`config.mk`:
```
export PLATFORM = sky130hd
export DESIGN_NAME = rgb_to_hsl
export DESIGN_NICKNAME = d
export VERILOG_FILES = /design/src/rth_pkg.sv /design/src/rth_front.sv /design/src/rth_div.sv /design/src/rgb_to_hsl.sv
export SDC_FILE = /design/constraint.sdc
export NUM_CORES = 2
export LEC_CHECK = 0
export ABC_AREA = 1
export BUFFER_PORTS_ARGS = -buffer_cell sky130_fd_sc_hd__buf_2
export CAP_MARGIN = 10
export CORE_MARGIN = 2
export CORE_UTILIZATION = 43
export DETAILED_ROUTE_END_ITERATION = 16
export GPL_TIMING_DRIVEN = 1
export MAX_ROUTING_LAYER = met4
export PLACE_DENSITY_LB_ADDON = 0.05
export SLEW_MARGIN = 0
export SYNTH_ARGS = -nofsm -noshare
export SYNTH_HDL_FRONTEND = slang
export SYNTH_SLANG_ARGS = --single-unit
export TNS_END_PERCENT = 100
```
`constraint.sdc`:
```
create_clock -name clock -period 8.6 [get_ports clock]
set_input_delay 1.29 -clock clock [delete_from_list [all_inputs] [get_ports clock]]
set_output_delay 1.29 -clock clock [all_outputs]
set_load 0.01 [all_outputs]
```
`src/rth_pkg.sv`:
```
// Shared types, constants and the divider step for the RGB to HSL converter.
package rth_pkg;

   localparam int CHAN_W     = 8;
   localparam int NUM_W      = 24;
   localparam int DIV_STEPS  = 4;
   localparam int DIV_STAGES = NUM_W / DIV_STEPS;

   localparam logic [14:0] HUE_MAX        = 15'd23040;
   localparam logic [14:0] HUE_BASE_RED   = 15'd0;
   localparam logic [14:0] HUE_BASE_WRAP  = 15'd23040;
   localparam logic [14:0] HUE_BASE_GREEN = 15'd7680;
   localparam logic [14:0] HUE_BASE_BLUE  = 15'd15360;
   localparam logic [11:0] DEG60          = 12'd3840;
   localparam logic [12:0] PCT_MAX        = 13'd6400;
   localparam logic [12:0] SAT_SCALE      = 13'd6400;
   localparam logic [11:0] LIT_SCALE      = 12'd3200;
   localparam logic [CHAN_W-1:0] LIT_DIV  = 8'd255;
   localparam logic [CHAN_W:0]   SUM_HALF = 9'd255;
   localparam logic [CHAN_W+1:0] SUM_FULL = 10'd510;

   // 3200*sum/255 as (sum * LIT_RECIP) >> LIT_SHIFT, exact for sum up to 510
   localparam logic [21:0] LIT_RECIP = 22'd3289651;
   localparam int          LIT_SHIFT = 18;

   typedef struct packed {
      logic [CHAN_W-1:0] red;
      logic [CHAN_W-1:0] green;
      logic [CHAN_W-1:0] blue;
   } pixel_type;

   typedef struct packed {
      logic [14:0] hue;
      logic [12:0] saturation;
      logic [12:0] lightness;
   } hsl_type;

   typedef struct packed {
      logic                     valid;
      logic [CHAN_W-1:0]        delta;
      logic [CHAN_W:0]          sum;
      logic [14:0]              base;
      logic signed [CHAN_W:0]   diff;
   } span_type;

   typedef struct packed {
      logic              valid;
      logic              grey;
      logic [NUM_W-1:0]  hue_num;
      logic [CHAN_W-1:0] hue_den;
      logic [NUM_W-1:0]  sat_num;
      logic [CHAN_W-1:0] sat_den;
      logic [12:0]       lit;
   } ratio_type;

   typedef struct packed {
      logic [CHAN_W-1:0] rem;
      logic [NUM_W-1:0]  num;
      logic [NUM_W-1:0]  quo;
      logic [CHAN_W-1:0] den;
   } div_stage_type;

   // one restoring division step: one quotient bit
   function automatic div_stage_type div_step(div_stage_type s);
      div_stage_type     r;
      logic [CHAN_W:0]   t;
      logic              q;
      t = {s.rem, s.num[NUM_W-1]};
      if (t >= {1'b0, s.den}) begin
         r.rem = CHAN_W'(t - {1'b0, s.den});
         q     = 1'b1;
      end else begin
         r.rem = t[CHAN_W-1:0];
         q     = 1'b0;
      end
      r.num = {s.num[NUM_W-2:0], 1'b0};
      r.quo = {s.quo[NUM_W-2:0], q};
      r.den = s.den;
      return r;
   endfunction

endpackage

```
`src/rth_front.sv`:
```
// Front end: channel max/min, hue sector, division operands and lightness, two stages.
module rth_front (
   input  logic                 clock,
   input  logic                 reset,
   input  logic                 in_valid,
   input  rth_pkg::pixel_type   pixel,
   output rth_pkg::ratio_type   ratio
);

   rth_pkg::span_type  span_in, span_ff;
   rth_pkg::ratio_type ratio_in, ratio_ff;

   logic [rth_pkg::CHAN_W-1:0] mx, mn;
   logic [22:0]                base_prod;
   logic signed [21:0]         diff_prod;
   logic signed [24:0]         hue_total;
   logic [30:0]                lit_prod;

   // stage 1: extremes and sector
   always_comb begin
      mx = pixel.red;
      mn = pixel.red;
      if (pixel.green > mx) mx = pixel.green;
      if (pixel.blue > mx)  mx = pixel.blue;
      if (pixel.green < mn) mn = pixel.green;
      if (pixel.blue < mn)  mn = pixel.blue;
      span_in.valid = in_valid;
      span_in.delta = mx - mn;
      span_in.sum   = {1'b0, mx} + {1'b0, mn};
      if (mx == pixel.red) begin
         span_in.base = (pixel.green >= pixel.blue) ? rth_pkg::HUE_BASE_RED
                                                    : rth_pkg::HUE_BASE_WRAP;
         span_in.diff = {1'b0, pixel.green} - {1'b0, pixel.blue};
      end else if (mx == pixel.green) begin
         span_in.base = rth_pkg::HUE_BASE_GREEN;
         span_in.diff = {1'b0, pixel.blue} - {1'b0, pixel.red};
      end else begin
         span_in.base = rth_pkg::HUE_BASE_BLUE;
         span_in.diff = {1'b0, pixel.red} - {1'b0, pixel.green};
      end
   end

   always_ff @(posedge clock) begin
      if (reset) begin
         span_ff.valid <= 1'b0;
      end else begin
         span_ff.valid <= span_in.valid;
      end
      span_ff.delta <= span_in.delta;
      span_ff.sum   <= span_in.sum;
      span_ff.base  <= span_in.base;
      span_ff.diff  <= span_in.diff;
   end

   // stage 2: numerators, divisors and lightness
   always_comb begin
      base_prod = 23'(span_ff.base) * 23'(span_ff.delta);
      diff_prod = 22'(span_ff.diff) * $signed({10'd0, rth_pkg::DEG60});
      hue_total = $signed({2'b00, base_prod}) + 25'(diff_prod);
      lit_prod  = 31'(span_ff.sum) * 31'(rth_pkg::LIT_RECIP);

      ratio_in.valid   = span_ff.valid;
      ratio_in.grey    = (span_ff.delta == '0);
      ratio_in.hue_num = hue_total[24] ? '0 : rth_pkg::NUM_W'(hue_total[23:0]);
      ratio_in.hue_den = span_ff.delta;
      ratio_in.sat_num = rth_pkg::NUM_W'(span_ff.delta) * rth_pkg::NUM_W'(rth_pkg::SAT_SCALE);
      ratio_in.sat_den = (span_ff.sum <= rth_pkg::SUM_HALF)
                         ? span_ff.sum[rth_pkg::CHAN_W-1:0]
                         : rth_pkg::CHAN_W'(rth_pkg::SUM_FULL - {1'b0, span_ff.sum});
      ratio_in.lit     = lit_prod[rth_pkg::LIT_SHIFT +: 13];
   end

   always_ff @(posedge clock) begin
      if (reset) begin
         ratio_ff.valid <= 1'b0;
      end else begin
         ratio_ff.valid <= ratio_in.valid;
      end
      ratio_ff.grey    <= ratio_in.grey;
      ratio_ff.hue_num <= ratio_in.hue_num;
      ratio_ff.hue_den <= ratio_in.hue_den;
      ratio_ff.sat_num <= ratio_in.sat_num;
      ratio_ff.sat_den <= ratio_in.sat_den;
      ratio_ff.lit     <= ratio_in.lit;
   end

   assign ratio = ratio_ff;

endmodule

```
`src/rth_div.sv`:
```
// Pipelined restoring divider, four quotient bits per stage.
module rth_div (
   input  logic                          clock,
   input  logic [rth_pkg::NUM_W-1:0]     num,
   input  logic [rth_pkg::CHAN_W-1:0]    den,
   output logic [rth_pkg::NUM_W-1:0]     quo
);

   rth_pkg::div_stage_type src   [rth_pkg::DIV_STAGES];
   rth_pkg::div_stage_type stage_in [rth_pkg::DIV_STAGES];
   rth_pkg::div_stage_type stage_ff [rth_pkg::DIV_STAGES];

   for (genvar i = 0; i < rth_pkg::DIV_STAGES; i++) begin : g_stage
      if (i == 0) begin : g_first
         assign src[i] = '{rem: '0, num: num, quo: '0, den: den};
      end else begin : g_next
         assign src[i] = stage_ff[i-1];
      end

      always_comb begin
         rth_pkg::div_stage_type s;
         s = src[i];
         for (int k = 0; k < rth_pkg::DIV_STEPS; k++) begin
            s = rth_pkg::div_step(s);
         end
         stage_in[i] = s;
      end

      always_ff @(posedge clock) begin
         stage_ff[i] <= stage_in[i];
      end
   end

   assign quo = stage_ff[rth_pkg::DIV_STAGES-1].quo;

endmodule

```
`src/rgb_to_hsl.sv`:
```
// RGB to HSL converter top level: input register, front end, two dividers, output register.
// One pixel is taken in every clock cycle; busy is always low. Each result passes
// through the input register, two front-end stages, six divider stages of four
// quotient bits each and the output register, and is shown for one cycle
// with rsp_strobe high. The receiver cannot stall, so results must be taken as they come.
// Hue is degrees times 64, saturation and lightness percent times 64, all truncated.
module rgb_to_hsl (
   input  logic                clock,
   input  logic                reset,
   input  logic                start,
   output logic                busy,
   input  rth_pkg::pixel_type  req_data,
   output logic                rsp_strobe,
   output rth_pkg::hsl_type    rsp_data
);

   logic                 in_valid_ff;
   rth_pkg::pixel_type   pixel_ff;
   rth_pkg::ratio_type   ratio;

   logic [rth_pkg::NUM_W-1:0] hue_quo, sat_quo;

   logic [rth_pkg::DIV_STAGES-1:0] valid_ff, valid_in;
   logic [rth_pkg::DIV_STAGES-1:0] grey_ff, grey_in;
   logic [rth_pkg::DIV_STAGES-1:0][12:0] lit_ff, lit_in;

   logic              rsp_strobe_ff;
   rth_pkg::hsl_type  rsp_data_ff, rsp_data_in;

   assign busy = 1'b0;

   always_ff @(posedge clock) begin
      if (reset) begin
         in_valid_ff <= 1'b0;
      end else begin
         in_valid_ff <= start && !busy;
      end
      pixel_ff <= req_data;
   end

   rth_front u_front (
      .clock    (clock),
      .reset    (reset),
      .in_valid (in_valid_ff),
      .pixel    (pixel_ff),
      .ratio    (ratio)
   );

   rth_div u_hue_div (
      .clock (clock),
      .num   (ratio.hue_num),
      .den   (ratio.hue_den),
      .quo   (hue_quo)
   );

   rth_div u_sat_div (
      .clock (clock),
      .num   (ratio.sat_num),
      .den   (ratio.sat_den),
      .quo   (sat_quo)
   );

   assign valid_in = {valid_ff[rth_pkg::DIV_STAGES-2:0], ratio.valid};
   assign grey_in  = {grey_ff[rth_pkg::DIV_STAGES-2:0], ratio.grey};
   assign lit_in   = {lit_ff[rth_pkg::DIV_STAGES-2:0], ratio.lit};

   always_ff @(posedge clock) begin
      if (reset) begin
         valid_ff <= '0;
      end else begin
         valid_ff <= valid_in;
      end
      grey_ff <= grey_in;
      lit_ff  <= lit_in;
   end

   // grey override and clamps
   always_comb begin
      if (grey_ff[rth_pkg::DIV_STAGES-1]) begin
         rsp_data_in.hue        = '0;
         rsp_data_in.saturation = '0;
      end else begin
         rsp_data_in.hue = (hue_quo > rth_pkg::NUM_W'(rth_pkg::HUE_MAX))
                           ? rth_pkg::HUE_MAX : hue_quo[14:0];
         rsp_data_in.saturation = (sat_quo > rth_pkg::NUM_W'(rth_pkg::PCT_MAX))
                                  ? rth_pkg::PCT_MAX : sat_quo[12:0];
      end
      rsp_data_in.lightness = (lit_ff[rth_pkg::DIV_STAGES-1] > rth_pkg::PCT_MAX)
                              ? rth_pkg::PCT_MAX : lit_ff[rth_pkg::DIV_STAGES-1];
   end

   always_ff @(posedge clock) begin
      if (reset) begin
         rsp_strobe_ff <= 1'b0;
      end else begin
         rsp_strobe_ff <= valid_ff[rth_pkg::DIV_STAGES-1];
      end
      rsp_data_ff <= rsp_data_in;
   end

   assign rsp_strobe = rsp_strobe_ff;
   assign rsp_data   = rsp_data_ff;

endmodule

```
==> flow_metrics.py <==
metrics = {
    "worst_hold_path": {
        "hold_class": "flip-flop to flip-flop",
        "min_path_cells": 0,
    },
    "synthesis": {
        "ys_warn_count": 0,
        "synth.top_cell.area_share": 0.293,
        "synthCells": 5462,
        "synth_area_per_cell_um2": 7.58,
        "syn_area_mm2": 0.0414,
        "synthArstFlopShare": 0,
        "ys.flop_type": "dfxtp_1",
        "netlist.top_cell.by_area": "dfxtp_1",
        "ys_ff_latch": 606,
        "yosys-top-cells-area": "dfxtp_1, ha_1, nand2_1, inv_1, fa_1",
        "yosysSeqAreaShare": 0.293,
        "synth_cell_types": 68,
        "synth_edf_count": 0,
    },
    "job": {
        "cap_violations": 0,
    },
    "placed_design": {
        "hpwl_um": 78800,
        "port_buffers": 68,
        "gp_congestion": 0.908,
    },
    "worst_setup_path": {
        "critPathMaxFanout": 14,
        "max_stage_delay_ns": 0.46,
        "worstSetupStartpointType": "flip-flop",
        "reg2regPathDepth": 40,
        "cp.arrival_ns": 8.03,
        "critPathKind": "flip-flop to flip-flop",
        "path_common_cell": "nand2_1",
        "cp.required_ns": 9.17,
        "cp-end-kind": "flip-flop",
        "critical-path-slowest-cell": "dfxtp_1",
    },
    "die": {
        "dieWidth_um": 314,
        "initial_core_util": 0.435,
        "core_mm2": 0.0953,
        "rows": 113,
        "fp.dieH_um": 314,
        "ios": 70,
        "die-area_mm2": 0.0988,
    },
    "global_routing": {
        "grt_usage": 0.203,
        "antenna_found_initial": 1,
        "overflow": 0,
        "first_global_vias": 32200,
        "grt_start_max_net_pins": 21,
        "grt_pass1_wl_um": 160000,
    },
    "routing": {
        "drtPass1Iterations": 7,
        "antenna_left": 0,
        "drcViolationCount": 0,
        "via_count": 33300,
        "drt_iter0_drc": 1600,
        "via_per_inst": 4.85,
        "drt-total-wl_um": 96300,
        "post_drt_wl_per_cell_um": 14.0,
    },
    "layout": {
        "final_nets": 6269,
        "antennaDiodeCount": 0,
        "fill_cells": 9704,
        "fin_util": 0.478,
        "syn_to_final_growth_pct": 10.1,
        "drive_above_1_share": 0.0627,
    },
    "timing": {
        "hold_ws_ns": 0.312,
        "fin_setup_tns_ns": 0,
        "rsz0062_at_grt": "no",
        "fmax_mhz": 134,
        "tightest_slew_ns": 0.850,
        "period_needed_ns": 7.46,
        "drv_slew": 0,
        "clock_skew_ns": 0.0252,
        "slew_headroom": 0.428,
        "period_share": 0.867,
        "setup_violations": 0,
        "hold_violations": 0,
    },
    "clock_tree": {
        "path_clk_slew_ns": 0.06,
        "numCtsBuffers": 70,
        "cts_tree": "done",
        "clk_latency_ns": 0.65,
        "cts-root-buf": "clkbuf_16",
        "clock_sinks": 606,
        "cts_buffer_depth": 3,
        "cts_max_level": 3,
    },
    "status": {
        "outcome": "finished clean",
    },
}
-- synth_stat cells (16+ instances only) --
| master | count |
|---|---|
| nand2_1 | 1230 |
| inv_2 | 19 |
| nand3b_1 | 16 |
| nor3_1 | 56 |
| o21bai_1 | 16 |
| nand3_1 | 251 |
| nand3_2 | 17 |
| buf_2 | 18 |
| o21ai_1 | 49 |
| nand4_1 | 75 |
| dfxtp_1 | 606 |
| ha_1 | 577 |
| o21ai_0 | 215 |
| xor2_1 | 215 |
| inv_1 | 890 |
| nor2_2 | 19 |
| nor4_1 | 24 |
| nand2_2 | 34 |
| nor2_1 | 357 |
| xnor2_1 | 102 |
| or2_2 | 23 |
| a21o_1 | 18 |
| a21oi_1 | 346 |
| o211ai_1 | 18 |
| fa_1 | 101 |
-- worst paths after layout --
| kind | start | end | slack (ns) |
|---|---|---|---|
| worst min-delay path | lit_ff[9]$_DFF_P_ | lit_ff[22]$_DFF_P_ | 0.31 |
| worst max register to register | u_sat_div.stage_ff[2][49]$_DFF_P_ | u_hue_div.stage_ff[3][52]$_DFF_P_ | 1.14 |
| worst max-delay path | u_sat_div.stage_ff[2][49]$_DFF_P_ | u_hue_div.stage_ff[3][52]$_DFF_P_ | 1.14 |
| worst min register to register | lit_ff[9]$_DFF_P_ | lit_ff[22]$_DFF_P_ | 0.31 |
-- critical path, delay by kind of cell, from the launching register on --
| kind | cells | cell delay (ns) |
|---|---|---|
| fa+ha+maj | 4 | 1.34 |
| flops | 1 | 0.46 |
| simple gates | 24 | 3.38 |
| compound gates | 10 | 1.89 |
| buf+inv | 2 | 0.32 |
-- cell families (layout without fill, tap and decap cells) --
| kind of cell | Yosys count | after routing | synth area share |
|---|---|---|---|
| XOR/XNOR | 318 | 318 | 0.0674 |
| other | 2 | 5 | 0.000181 |
| AO/OA/AOI/OAI | 764 | 764 | 0.103 |
| AND/OR/NAND/NOR | 2131 | 2131 | 0.222 |
| flip-flops | 606 | 606 | 0.293 |
| adder cells (fa/ha/maj) | 678 | 678 | 0.223 |
| buffers and inverters | 962 | 1113 | 0.0907 |
| multiplexers | 1 | 1 | 0.000272 |
-- state kept, by name, summed over array words and instances (netlist names), named ones only --
register            cells
u_hue_div.stage_ff    178
rsp_data               41
u_sat_div.stage_ff    183
grey_ff                 6
pixel_ff               24
u_front.ratio          56
valid_ff                6
in_valid_ff             1
u_front.span_ff        23
lit_ff                 78
u_front.ratio_in        8
rsp_strobe              1
-- metal layers --
metal | up-vias | track usage | wire [um]
li1 | 17800 | - | -
met5 | - | - | 0
met4 | 0 | 0.0703 | 2990
met1 | 14900 | 0.261 | 46700
met2 | 439 | 0.327 | 43400
met3 | 152 | 0.0250 | 3150
-- through the flow --
step / worst slack, ns / cells / instance area (um^2)
finish: 1.14 / 6881 / 45600
floorplan: 2.42 / 5465 / 41400
global route: 0.0706 / 6881 / 45600
detailed placement: 1.11 / 6757 / 43100
global placement: 1.34 / 6757 / 43100
CTS: 1.02 / 6881 / 45600
-- repair_timing --
action                     in CTS  in global routing
hold buffers                    0                  0
setup buffers                   0                  0
gates resized for setup         0                  1
setup endpoints to repair       0                  8
-- cell usage in the layout, fill, tap and decap left out, types with 7 or more instances in the layout --
cell and instances:
nand2_1 1230, inv_1 890, dfxtp_1 606, ha_1 577, nor2_1 357, a21oi_1 346, nand3_1 251, o21ai_0 215
xor2_1 215, xnor2_1 102, fa_1 101, nand4_1 75, clkbuf_16 72, buf_2 68, nor3_1 56, o21ai_1 49
nand2_2 34, nor4_1 24, or2_2 23, inv_2 19, a21o_1 18, nor2_2 18, o211ai_1 18, nand3_2 17
nand3b_1 16, o21bai_1 16, a211oi_1 14, a31oi_1 14, o21a_1 13, clkbuf_8 13, o21ai_2 11, buf_4 10
nor2_4 9, bufinv_16 9, clkbuf_1 9, o31ai_1 8, a21oi_2 7, a221oi_1 7
-- area by class of cell --
| cell class | count | area (um^2) | area share |
|---|---|---|---|
| Multi-Input combinational cell | 3897 | 25500 | 0.560 |
| Sequential cell | 606 | 12100 | 0.266 |
| Inverter | 911 | 3420 | 0.0751 |
| Clock buffer | 94 | 2010 | 0.0442 |
| Tap cell | 1265 | 1580 | 0.0347 |
| Clock inverter | 30 | 478 | 0.0105 |
| Timing Repair Buffer | 78 | 415 | 0.00911 |
Power is left out: the tool's default activity adds up to more than one toggle a clock period on the data nets, which glitch-free logic cannot reach.
